**config.mk**
```make
export PLATFORM = sky130hd
export DESIGN_NAME = word_tokenizer_hasher
export DESIGN_NICKNAME = d
export VERILOG_FILES = /design/src/rtl/core/wth_pkg.sv /design/src/rtl/core/wth_datapath.sv /design/src/rtl/core/word_tokenizer_hasher.sv
export SDC_FILE = /design/constraint.sdc
export NUM_CORES = 1
export LEC_CHECK = 0
export BUFFER_PORTS_ARGS = -buffer_cell sky130_fd_sc_hd__buf_2
export CAP_MARGIN = 40
export CORE_ASPECT_RATIO = 0.9
export CORE_UTILIZATION = 30
export CTS_CLUSTER_DIAMETER = 40
export CTS_CLUSTER_SIZE = 28
export DETAILED_ROUTE_END_ITERATION = 12
export PLACE_DENSITY = 0.45
export SKIP_CTS_REPAIR_TIMING = 1
export SYNTH_ARGS = -nofsm -noshare
export SYNTH_HDL_FRONTEND = slang
export SYNTH_HIERARCHICAL = 1
export SYNTH_SLANG_ARGS = --single-unit
```
**constraint.sdc**
```tcl
create_clock -name i_clk -period 10.4 [get_ports i_clk]
set_input_delay 0.52 -clock i_clk [delete_from_list [all_inputs] [get_ports i_clk]]
set_output_delay 0.52 -clock i_clk [all_outputs]
set_load 0.02 [all_outputs]
```
**src/rtl/core/wth_pkg.sv**
```systemverilog
`default_nettype none
package wth_pkg;

    // Byte codes that steer the tokenizer.
    localparam logic [7:0] BYTE_CR    = 8'd13;
    localparam logic [7:0] BYTE_NL    = 8'd10;
    localparam logic [7:0] BYTE_TAB   = 8'd9;
    localparam logic [7:0] BYTE_SPACE = 8'd32;

    localparam int unsigned MAX_WORD_CHARS_DEF = 58;
    localparam int unsigned HASH_W             = 64;
    localparam int unsigned BUCKET_W           = 31;
    localparam int unsigned LEN_OUT_W          = 6;
    localparam logic [BUCKET_W-1:0] BUCKET_RESET = 31'd500000000;

    localparam logic TOKEN_WORD   = 1'b0;
    localparam logic TOKEN_MARKER = 1'b1;

    typedef enum logic [2:0] {
        ST_IDLE,
        ST_MUL,
        ST_ADD,
        ST_LOAD,
        ST_DIV,
        ST_WORD,
        ST_MARK
    } t_state;

    typedef enum logic [2:0] {
        DP_HOLD,
        DP_MUL,
        DP_ADD,
        DP_LOAD,
        DP_DIV,
        DP_CLEAR
    } t_dp_op;

    typedef struct packed {
        t_dp_op     op;
        logic [7:0] text_byte;
    } t_dp_ctrl;

    typedef struct packed {
        logic                 word_open;
        logic                 word_full;
        logic                 div_last;
        logic [BUCKET_W-1:0]  rem;
        logic [LEN_OUT_W-1:0] len;
    } t_dp_stat;

endpackage
`default_nettype wire

```
**src/rtl/core/wth_datapath.sv**
```systemverilog
`default_nettype none
module wth_datapath #(
    parameter int unsigned MAX_WORD_CHARS = wth_pkg::MAX_WORD_CHARS_DEF
) (
    input  wire logic                             i_clk,
    input  wire logic                             i_rst_n,
    input  wire wth_pkg::t_dp_ctrl                i_ctrl,
    input  wire logic [wth_pkg::BUCKET_W-1:0]     i_bucket,
    output wth_pkg::t_dp_stat                     o_stat
);
    import wth_pkg::*;

    localparam int unsigned LEN_W = $clog2(MAX_WORD_CHARS + 1);
    localparam int unsigned CNT_W = $clog2(HASH_W);

    logic [HASH_W-1:0]   r_hash, n_hash;
    logic [LEN_W-1:0]    r_chars, n_chars;
    logic [HASH_W-1:0]   r_div, n_div;
    logic [BUCKET_W-1:0] r_rem, n_rem;
    logic [CNT_W-1:0]    r_cnt, n_cnt;

    // The one shared adder: hash * 257 as h + (h << 8), the byte add, and the
    // trial subtract of the restoring division all go through it.
    logic [HASH_W-1:0]     add_a, add_b, add_sum;
    logic                  add_cin;
    logic [BUCKET_W:0]     trial;

    assign trial   = {r_rem, r_div[HASH_W-1]};
    assign add_sum = add_a + add_b + HASH_W'(add_cin);

    always_comb begin
        add_a   = r_hash;
        add_b   = r_hash << 8;
        add_cin = 1'b0;
        case (i_ctrl.op)
            DP_ADD: begin
                add_b = {{(HASH_W-8){i_ctrl.text_byte[7]}}, i_ctrl.text_byte};
            end
            DP_DIV: begin
                add_a   = HASH_W'(trial);
                add_b   = ~HASH_W'(i_bucket);
                add_cin = 1'b1;
            end
            default: begin
                add_a   = r_hash;
                add_b   = r_hash << 8;
                add_cin = 1'b0;
            end
        endcase
    end

    always_comb begin
        n_hash  = r_hash;
        n_chars = r_chars;
        n_div   = r_div;
        n_rem   = r_rem;
        n_cnt   = r_cnt;
        case (i_ctrl.op)
            DP_MUL: begin
                n_hash = add_sum;
            end
            DP_ADD: begin
                n_hash  = add_sum;
                n_chars = r_chars + LEN_W'(1);
            end
            DP_LOAD: begin
                n_div = r_hash;
                n_rem = '0;
                n_cnt = '0;
            end
            DP_DIV: begin
                // A clear sign bit means the trial remainder covers the bucket count.
                n_rem = add_sum[HASH_W-1] ? trial[BUCKET_W-1:0] : add_sum[BUCKET_W-1:0];
                n_div = r_div << 1;
                n_cnt = r_cnt + CNT_W'(1);
            end
            DP_CLEAR: begin
                n_hash  = HASH_W'(1);
                n_chars = '0;
            end
            default: begin
                n_hash = r_hash;
            end
        endcase
    end

    always_ff @(posedge i_clk) begin
        if (!i_rst_n) begin
            r_hash  <= HASH_W'(1);
            r_chars <= '0;
        end else begin
            r_hash  <= n_hash;
            r_chars <= n_chars;
        end
        r_div <= n_div;
        r_rem <= n_rem;
        r_cnt <= n_cnt;
    end

    assign o_stat.word_open = (r_chars != '0);
    assign o_stat.word_full = (r_chars >= LEN_W'(MAX_WORD_CHARS));
    assign o_stat.div_last  = (r_cnt == CNT_W'(HASH_W - 1));
    assign o_stat.rem       = r_rem;
    assign o_stat.len       = LEN_OUT_W'(r_chars);

endmodule
`default_nettype wire

```
**src/rtl/core/word_tokenizer_hasher.sv**
```systemverilog
// Whitespace tokenizer with a base-257 word hash.
//
// Input channel: one text byte per item on i_text_byte, taken when i_valid is
// high and o_stall is low. Carriage returns are dropped, space and tab close
// an open word, and a newline closes an open word and then adds a sentence-end
// marker item. Output channel: items on o_token_kind, o_word_hash,
// o_word_length and o_last_of_run, taken when o_valid is high and i_stall is
// low. The user must write the bucket count through i_cfg_valid / i_cfg_data
// only while idle; the block does not enforce it. o_cfg_ready is always high.
//
// Sequencing: an ordinary character is accepted, then passes twice through the
// shared 64-bit adder, for h*257 and for the byte add; a character past the
// length limit and a carriage return are taken without leaving the idle
// state. Closing a word runs accept, load, 64 restoring-division steps on the
// same adder and output load; after a newline, the marker follows the word
// result. The output register lets the block take the next byte while a
// result waits. When the receiver stalls, the result holds in the output
// register and a second result waits until it is taken. A synchronous
// active-low reset sets the hash to 1, the length to 0, the bucket count to
// 500000000 and drops any pending result.
`default_nettype none
module word_tokenizer_hasher #(
    parameter int unsigned MAX_WORD_CHARS = wth_pkg::MAX_WORD_CHARS_DEF
) (
    input  wire logic                              i_clk,
    input  wire logic                              i_rst_n,
    input  wire logic                              i_valid,
    output logic                                   o_stall,
    input  wire logic [7:0]                        i_text_byte,
    output logic                                   o_valid,
    input  wire logic                              i_stall,
    output logic                                   o_token_kind,
    output logic [wth_pkg::BUCKET_W-1:0]           o_word_hash,
    output logic [wth_pkg::LEN_OUT_W-1:0]          o_word_length,
    output logic                                   o_last_of_run,
    input  wire logic                              i_cfg_valid,
    output logic                                   o_cfg_ready,
    input  wire logic [wth_pkg::BUCKET_W-1:0]      i_cfg_data
);
    import wth_pkg::*;

    t_state   r_state, n_state;
    t_dp_ctrl dp_ctrl;
    t_dp_stat dp_stat;

    logic [7:0]          r_byte;
    logic                r_nl, n_nl;
    logic [BUCKET_W-1:0] r_bucket;

    // Output register.
    logic                 r_o_valid, n_o_valid;
    logic                 r_o_kind, n_o_kind;
    logic [BUCKET_W-1:0]  r_o_hash, n_o_hash;
    logic [LEN_OUT_W-1:0] r_o_len, n_o_len;
    logic                 r_o_last, n_o_last;

    logic in_take;
    logic out_free;
    logic is_space;

    assign o_stall     = (r_state != ST_IDLE);
    assign in_take     = i_valid && !o_stall;
    assign out_free    = !r_o_valid || !i_stall;
    assign is_space    = (i_text_byte == BYTE_SPACE) || (i_text_byte == BYTE_TAB) ||
                         (i_text_byte == BYTE_NL);
    assign o_cfg_ready = 1'b1;

    wth_datapath #(
        .MAX_WORD_CHARS(MAX_WORD_CHARS)
    ) u_dp (
        .i_clk    (i_clk),
        .i_rst_n  (i_rst_n),
        .i_ctrl   (dp_ctrl),
        .i_bucket (r_bucket),
        .o_stat   (dp_stat)
    );

    always_ff @(posedge i_clk) begin
        if (!i_rst_n) begin
            r_state   <= ST_IDLE;
            r_o_valid <= 1'b0;
            r_bucket  <= BUCKET_RESET;
        end else begin
            r_state   <= n_state;
            r_o_valid <= n_o_valid;
            if (i_cfg_valid && o_cfg_ready) begin
                r_bucket <= i_cfg_data;
            end
        end
        if (in_take) begin
            r_byte <= i_text_byte;
        end
        r_nl     <= n_nl;
        r_o_kind <= n_o_kind;
        r_o_hash <= n_o_hash;
        r_o_len  <= n_o_len;
        r_o_last <= n_o_last;
    end

    always_comb begin
        n_state           = r_state;
        n_nl              = r_nl;
        dp_ctrl.op        = DP_HOLD;
        dp_ctrl.text_byte = r_byte;
        n_o_valid         = r_o_valid && i_stall;
        n_o_kind          = r_o_kind;
        n_o_hash          = r_o_hash;
        n_o_len           = r_o_len;
        n_o_last          = r_o_last;
        case (r_state)
            ST_IDLE: begin
                if (in_take) begin
                    n_nl = (i_text_byte == BYTE_NL);
                    if (i_text_byte == BYTE_CR) begin
                        n_state = ST_IDLE;
                    end else if (is_space) begin
                        if (dp_stat.word_open) begin
                            n_state = ST_LOAD;
                        end else if (i_text_byte == BYTE_NL) begin
                            n_state = ST_MARK;
                        end
                    end else if (!dp_stat.word_full) begin
                        n_state = ST_MUL;
                    end
                end
            end
            ST_MUL: begin
                dp_ctrl.op = DP_MUL;
                n_state    = ST_ADD;
            end
            ST_ADD: begin
                dp_ctrl.op = DP_ADD;
                n_state    = ST_IDLE;
            end
            ST_LOAD: begin
                dp_ctrl.op = DP_LOAD;
                n_state    = ST_DIV;
            end
            ST_DIV: begin
                dp_ctrl.op = DP_DIV;
                if (dp_stat.div_last) begin
                    n_state = ST_WORD;
                end
            end
            ST_WORD: begin
                if (out_free) begin
                    dp_ctrl.op = DP_CLEAR;
                    n_o_valid  = 1'b1;
                    n_o_kind   = TOKEN_WORD;
                    // A zero bucket count reports bucket zero.
                    n_o_hash   = (r_bucket == '0) ? '0 : dp_stat.rem;
                    n_o_len    = dp_stat.len;
                    n_o_last   = !r_nl;
                    n_state    = r_nl ? ST_MARK : ST_IDLE;
                end
            end
            ST_MARK: begin
                if (out_free) begin
                    n_o_valid = 1'b1;
                    n_o_kind  = TOKEN_MARKER;
                    n_o_hash  = '0;
                    n_o_len   = '0;
                    n_o_last  = 1'b1;
                    n_state   = ST_IDLE;
                end
            end
            default: begin
                n_state = ST_IDLE;
            end
        endcase
    end

    assign o_valid       = r_o_valid;
    assign o_token_kind  = r_o_kind;
    assign o_word_hash   = r_o_hash;
    assign o_word_length = r_o_len;
    assign o_last_of_run = r_o_last;

endmodule
`default_nettype wire

```
==> impl_metrics.py, run 1 <==
metrics = {
    "synthesis": {
        "synth_top_family_by_area": "simple AND/OR/NAND/NOR gates",
        "synth_fa_ha_area_frac": 0.0581,
        "syn_nets": 1756,
        "ys_warn_count": 6,
        "async_reset_ff_frac": 0,
        "seq_area_frac_synth": 0.440,
        "synth_xor_area_frac": 0.0375,
        "synth_cell_types": 78,
        "ys_seq_elements": 254,
        "yosysTopAreaCell": "edfxtp_1",
        "synth_area_leaders": "edfxtp_1 30%, dfxtp_1 14%, nand2_1 8.2%",
        "synthMuxAreaShare": 0.0228,
        "synthSimpleGateAreaFrac": 0.206,
        "synth_top_area_frac": 0.299,
        "netlist_instances": 1644,
        "synth-main-ff-cell": "edfxtp_1",
        "syn_avg_cell_area_um2": 9.10,
        "synth_most_common_cell": "nand2_1",
        "yosys-top-cells-count": "326 x nand2_1, 149 x edfxtp_1, 105 x dfxtp_1",
        "synthesis.area_um2": 15000,
        "synth_edf_count": 149,
        "synth_compound_area_frac": 0.203,
    },
    "timing": {
        "fmax_mhz": 167,
        "clock-skew-final_ps": 19.8,
        "report.final.slew_viol_count": 0,
        "slew_headroom": 0.271,
        "finalHoldViolCount": 0,
        "period_share": 0.574,
        "rsz0062_at_grt": "no",
        "timing.final.crit_period_ps": 5970,
        "worst_pin_slew_ps": 1090,
        "setup_viol": 0,
        "fin_setup_tns_ps": 0,
    },
    "flow_run": {
        "max-cap-violations": 0,
    },
    "setup_path": {
        "critPathKind": "register to register",
        "worstRegToRegCells": 18,
        "crit_start": "r_state[1]$_SDFFE_PN0P_",
        "crit_slowest_cell": "buf_4",
        "required_ps": 10680,
        "start_kind": "register",
        "cpMostUsedCell": "buf_4",
        "worstSetupEndpointType": "register",
        "worstPathArrival_ps": 6250,
        "rr_endpoint": "u_dp/r_rem[29]$_SDFFCE_PP0P_",
        "crit_family": "compound AO/OA/AOI/OAI gates",
        "r2r_slack_ps": 4430,
        "cp_num_cells": 18,
        "timing.rr.start": "r_state[1]$_SDFFE_PN0P_",
        "path_buf_inv": 3,
        "crit_chain": "nor2b_1 > nor2_1 > nand2_2 > buf_4 > nand2_1 > buf_4 > o221ai_1 > ha_1 > nand4_1 > nor2_1 > o41a_1 > nor4_1 > o211ai_1 > a21oi_2 > o31ai_4 > o221ai_4 > buf_4 > o21ai_1",
        "slowest_delay_ps": 640,
        "crit_end": "u_dp/r_rem[29]$_SDFFCE_PP0P_",
        "critPathMaxFanout": 75,
    },
    "global_route": {
        "antenna_found_initial": 0,
        "grt_pass1_wl_um": 68600,
        "grtUsageTotal": 0.172,
        "grt_pass1_vias": 11950,
        "grt_overflow": 0,
        "grt_start_max_net_pins": 191,
    },
    "floorplanning": {
        "die_w_um": 237,
        "row_count": 77,
        "core_um2": 49100,
        "die_h_um": 214,
        "start_util": 0.304,
        "die_area_um2": 50800,
        "ios": 86,
    },
    "clocking": {
        "cts_root_buf": "clkbuf_16",
        "clk_pin_slew_ps": 50,
        "cts_buffer_depth": 3,
        "htreeDepth": 2,
        "numCtsBuffers": 48,
        "cts.sinks": 254,
        "tritoncts": "done",
        "insertion_delay_ps": 570,
    },
    "detailed_routing": {
        "first_pass_iters": 5,
        "vias": 12199,
        "drt-initial-drc-count": 750,
        "route.detailed.drc": 0,
        "ant_nets": 0,
        "via_per_inst": 5.15,
        "finalWirelength_um": 43700,
        "detail_route.wl_per_cell_um": 18.4,
    },
    "worst_hold_path": {
        "min_path_type": "primary input to register",
    },
    "placement": {
        "port_buffers": 84,
        "dp_hpwl_um": 30900,
        "gp_congestion": 0.873,
        "postPlaceCellArea_um2": 16000,
    },
    "final_layout": {
        "nFillCells": 5041,
        "antenna_cells": 0,
        "area_growth_pct": 18.1,
        "fin_area_um2": 17700,
        "drive_gt1_frac": 0.122,
        "layout.nets": 1809,
    },
    "power_and_ir_drop": {
        "peakVddDrop_mv": 0.158,
        "total_power_uw": 5480,
        "p_per_area_nw_per_um2": 310,
        "p_leak_uw": 0.00712,
    },
    "run_status": {
        "outcome": "finished clean",
    },
}
==> area by class of cell <==
class	instances	area (um2)	share of cell area
tap	632	791	0.0448
clock buffer	57	1280	0.0723
multi-input combinational	1262	7930	0.449
timing repair buffer	104	618	0.0350
sequential	254	6580	0.372
inverter	27	101	0.00574
clock inverter	32	363	0.0205
==> registers in the layout (all words and copies together), names as in the netlist, 3 cells and up <==
name           count
o_word_hash       31
o_word_length      6
r_bucket          31
r_byte             8
r_state            3
u_dp/r_chars       6
u_dp/r_cnt         6
u_dp/r_div        64
u_dp/r_hash       64
u_dp/r_rem        31
==> power breakdown <==
group / total [uW] / internal [uW] / leakage, uW / switching, uW
combinational: 2370 / 812 / 0.00411 / 1550
clock: 1570 / 1010 / 0.000760 / 558
sequential: 1540 / 1390 / 0.00225 / 155
total: 5480 / 3210 / 0.00712 / 2270
==> metal layers <==
metal	global-route usage	vias to the layer above	wire length [um]
met5	0	-	0
met3	0.0315	55	2370
met4	0.0443	0	618
met1	0.256	5815	22500
met2	0.251	283	18200
li1	-	6046	-
==> logic make-up (layout without fill, tap and decap cells) <==
logic type / after synthesis / count (layout)
AOI/OAI and AO/OA: 449 / 449
xor gates and xnor gates: 64 / 64
other: 1 / 1
buffers and inverters: 128 / 220
DFF: 254 / 254
adders and majority gates: 69 / 69
and+or+nand+nor: 645 / 645
muxes: 34 / 34
==> worst register-to-register path, cell delays in order, from the launching register on <==
cell,delay [ps]
dfxtp_1,590
nor2b_1,470
nor2_1,110
nand2_2,80
buf_4,640
nand2_1,120
buf_4,300
o221ai_1,240
ha_1,330
nand4_1,140
nor2_1,80
o41a_1,420
nor4_1,580
o211ai_1,250
a21oi_2,300
o31ai_4,140
o221ai_4,140
buf_4,520
o21ai_1,260
==> placed cells by master, fill, tap and decap left out, types with 6 or more instances in the layout <==
cell        instances
nand2_1           325
edfxtp_1          149
dfxtp_1           105
nor2b_1            94
a21oi_1            87
buf_2              84
ha_1               67
o21ai_0            57
o21ai_1            51
nor2_1             50
clkbuf_16          50
a21o_1             50
and2_1             46
o21a_1             44
nand3_1            43
xnor2_1            37
a22oi_1            35
mux2i_1            34
o211ai_1           29
inv_1              27
xor2_1             27
nand4_1            23
o21bai_1           16
buf_4              15
o31ai_1            13
nor3_1             12
clkinvlp_4         12
nor4_1             11
or3_1               8
clkbuf_1            7
a211oi_1            6
o221ai_1            6
nand2b_1            6
==> worst min-delay path by stage <==
stage / slack (ps) / start / endpoint / depth (start not counted)
2_1_floorplan: 420 / u_dp/r_hash[58]$_SDFFE_PN0P_ / u_dp/r_hash[58]$_SDFFE_PN0P_ / 2
3_3_place_gp: 430 / u_dp/r_hash[58]$_SDFFE_PN0P_ / u_dp/r_hash[58]$_SDFFE_PN0P_ / 2
3_5_place_dp: 440 / u_dp/r_hash[58]$_SDFFE_PN0P_ / u_dp/r_hash[58]$_SDFFE_PN0P_ / 2
4_1_cts: 130 / i_text_byte[6] / r_byte[6]$_DFFE_PP_ / 1
5_1_grt: 150 / i_text_byte[6] / r_byte[6]$_DFFE_PP_ / 1
6_report: 180 / i_text_byte[6] / r_byte[6]$_DFFE_PP_ / 1
==> stage by stage <==
step	cells	utilization	setup slack [ps]	hold slack [ps]
after floorplan	1644	-	1500	417
after global placement	2275	0.325	4590	429
after detailed placement	2279	0.326	4390	435
after CTS	2368	0.359	4410	132
after global routing	2368	0.359	3900	145
final	2368	0.359	4430	175
Note: power is estimated with default switching activity, not from simulation.
==> run 2: changes to the inputs <==
ABC_AREA = 1   (was default)
clock period = 5.5 ns   (was 10.4 ns; I/O delays follow)
==> run 2 against run 1 <==
First-iteration DRC count up 43%. Setup slack got worse by 3900 ps. Die area is 9.6% higher. Non-clock buffer count up 40. Register-to-register slack got worse by 3900 ps. Via count is 28% higher. Largest power group unchanged. Clock power grew 73%. Total power grew 120%. Combinational power grew to 2.7 times the previous value.
==> impl_metrics.py, run 2 <==
metrics = {
    "timing": {
        "rsz0062_at_grt": "no",
        "worst_pin_slew_ps": 919,
        "timing.final.crit_period_ps": 4980,
        "setup_viol": 0,
        "period_share": 0.905,
        "finalHoldViolCount": 0,
        "report.final.slew_viol_count": 0,
        "clock-skew-final_ps": 21.3,
        "fmax_mhz": 201,
        "slew_headroom": 0.388,
        "fin_setup_tns_ps": 0,
    },
    "setup_path": {
        "start_kind": "register",
        "critPathKind": "register to register",
        "critPathMaxFanout": 33,
        "worstPathArrival_ps": 5290,
        "worstSetupEndpointType": "register",
        "required_ps": 5810,
    },
    "synthesis": {
        "synth_most_common_cell": "nand2_1",
        "yosys-top-cells-count": "663 x nand2_1, 331 x nor2_1, 330 x inv_1",
        "synth_cell_types": 51,
        "syn_nets": 2481,
        "synthesis.area_um2": 16400,
        "seq_area_frac_synth": 0.401,
        "synth_edf_count": 149,
        "async_reset_ff_frac": 0,
        "yosysTopAreaCell": "edfxtp_1",
        "synth-main-ff-cell": "edfxtp_1",
        "netlist_instances": 2369,
        "syn_avg_cell_area_um2": 6.92,
        "ys_warn_count": 6,
        "synth_area_leaders": "edfxtp_1 27%, nand2_1 15%, dfxtp_1 13%",
        "synth_top_area_frac": 0.273,
        "ys_seq_elements": 254,
    },
    "global_route": {
        "grt_start_max_net_pins": 123,
        "grt_pass1_wl_um": 87700,
        "antenna_found_initial": 0,
        "grt_overflow": 0,
        "grtUsageTotal": 0.203,
        "grt_pass1_vias": 15119,
    },
    "power_and_ir_drop": {
        "p_leak_uw": 0.00893,
        "p_comb_frac": 0.526,
        "p_sw_uw": 5720,
        "total_power_uw": 12100,
        "peakVddDrop_mv": 0.470,
        "p_sw_frac": 0.472,
        "p_clk_frac": 0.224,
        "intPower_uw": 6390,
        "seqPwrFrac": 0.249,
        "p_per_area_nw_per_um2": 620,
    },
    "detailed_routing": {
        "first_pass_iters": 6,
        "top_layer_used": "met4",
        "drt-initial-drc-count": 1069,
        "wl_met3_um": 2720,
        "ant_nets": 0,
        "vias": 15653,
        "wl_met1_um": 28600,
        "wl_met2_um": 24400,
        "finalWirelength_um": 57000,
        "detail_route.wl_per_cell_um": 17.7,
        "route.detailed.drc": 0,
        "via_per_inst": 4.87,
    },
    "final_layout": {
        "largestRegisters": "u_dp/r_div x64, u_dp/r_hash x64",
        "nFillCells": 5834,
        "multiInputGateArea_um2": 8260,
        "antenna_cells": 0,
        "layout_common_cells": "661 x nand2_1, 331 x nor2_1, 329 x inv_1, 163 x a21oi_1, 149 x edfxtp_1",
        "final-seq-area_um2": 6580,
        "drive_gt1_frac": 0.0976,
        "layout.nets": 2596,
        "area_growth_pct": 19.1,
        "final_common_cell": "nand2_1",
    },
    "placement": {
        "gp_congestion": 0.953,
        "dp_hpwl_um": 43100,
        "port_buffers": 84,
    },
    "floorplanning": {
        "ios": 86,
        "die_w_um": 248,
        "die_h_um": 224,
        "die_area_um2": 55600,
        "start_util": 0.307,
        "core_um2": 53500,
        "row_count": 80,
    },
    "clocking": {
        "htreeDepth": 2,
        "cts.sinks": 254,
        "clk_pin_slew_ps": 50,
        "cts_root_buf": "clkbuf_16",
        "cts_buffer_depth": 3,
        "numCtsBuffers": 44,
        "tritoncts": "done",
        "insertion_delay_ps": 580,
    },
    "worst_hold_path": {
        "min_path_type": "primary input to register",
    },
    "flow_run": {
        "max-cap-violations": 0,
    },
    "run_status": {
        "outcome": "finished clean",
    },
}
run 2: critical path: stages (launching register included):
cell and delay (ps):
dfxtp_1 370, inv_2 100, nor2_2 170, nand2_2 120
o21ai_0 300, inv_2 70, nand2_1 140, nor2_2 110
buf_4 210, nand3_2 80, buf_4 340, o21ai_0 150
inv_1 80, ha_1 300, a21oi_1 280, o21ai_0 220
a21oi_1 320, o21bai_1 190, a21oi_1 360, nand2_2 120
nand2_2 160, nand2_4 220, nor2_1 170, nor2_1 60
run 2: cell families after synthesis:
kind of cell / Yosys count / share of synthesized area
AND/OR/NAND/NOR: 1232 / 0.311
buffers and inverters: 415 / 0.0973
AO/OA/AOI/OAI: 369 / 0.122
flip-flops: 254 / 0.401
adder cells (fa/ha/maj): 68 / 0.0523
XOR/XNOR: 30 / 0.0165
other: 1 / 0.000229
run 2: path summary, 6_finish.rpt:
check / from / endpoint / slack, ps / cells past startpoint
setup / recovery: r_state[0]$_SDFFE_PN0P_ / u_dp/r_rem[28]$_SDFFCE_PP0P_ / 520 / 23
hold / removal: i_stall / o_valid$_SDFF_PN0_ / 210 / 5
setup reg to reg: r_state[0]$_SDFFE_PN0P_ / u_dp/r_rem[28]$_SDFFCE_PP0P_ / 520 / 23
hold reg to reg: u_dp/r_hash[56]$_SDFFE_PN0P_ / u_dp/r_hash[56]$_SDFFE_PN0P_ / 460 / 2
run 2: cell type report:
type / instances / share of cell area
multi-input cells: 1700 / 0.423
well taps: 697 / 0.0447
clock buffers: 50 / 0.0608
flip-flops and latches: 254 / 0.337
repair buffers: 144 / 0.0542
clock inverters: 32 / 0.0149
inverters: 340 / 0.0654
run 2: power groups by stage:
stage / registers, uW / logic, uW / clock network, uW
2_1_floorplan: 3050 / 4300 / 0
3_3_place_gp: 3050 / 6270 / 0
3_5_place_dp: 3050 / 6350 / 0
4_1_cts: 3020 / 6380 / 2790
5_1_grt: 3070 / 7090 / 2860
6_report: 3020 / 6370 / 2720
run 2: stage by stage:
| step | util | hold slack [ps] | cells | area, um2 | setup WS, ps |
|---|---|---|---|---|---|
| 2_1_floorplan | - | 344 | 2369 | 16400 | 1190 |
| 4_1_cts | 0.358 | -126 | 3178 | 19100 | 499 |
| 5_1_grt | 0.365 | 219 | 3217 | 19500 | 43.6 |
| 3_3_place_gp | 0.330 | 453 | 3094 | 17600 | 610 |
| 6_report | 0.365 | 215 | 3217 | 19500 | 520 |
| 3_5_place_dp | 0.330 | 459 | 3096 | 17700 | 527 |
run 2: routing by layer:
metal,track usage,vias to the layer above
li1,-,7867
met1,0.294,7311
met2,0.316,397
met3,0.0252,78
met4,0.0559,0
met5,0,-
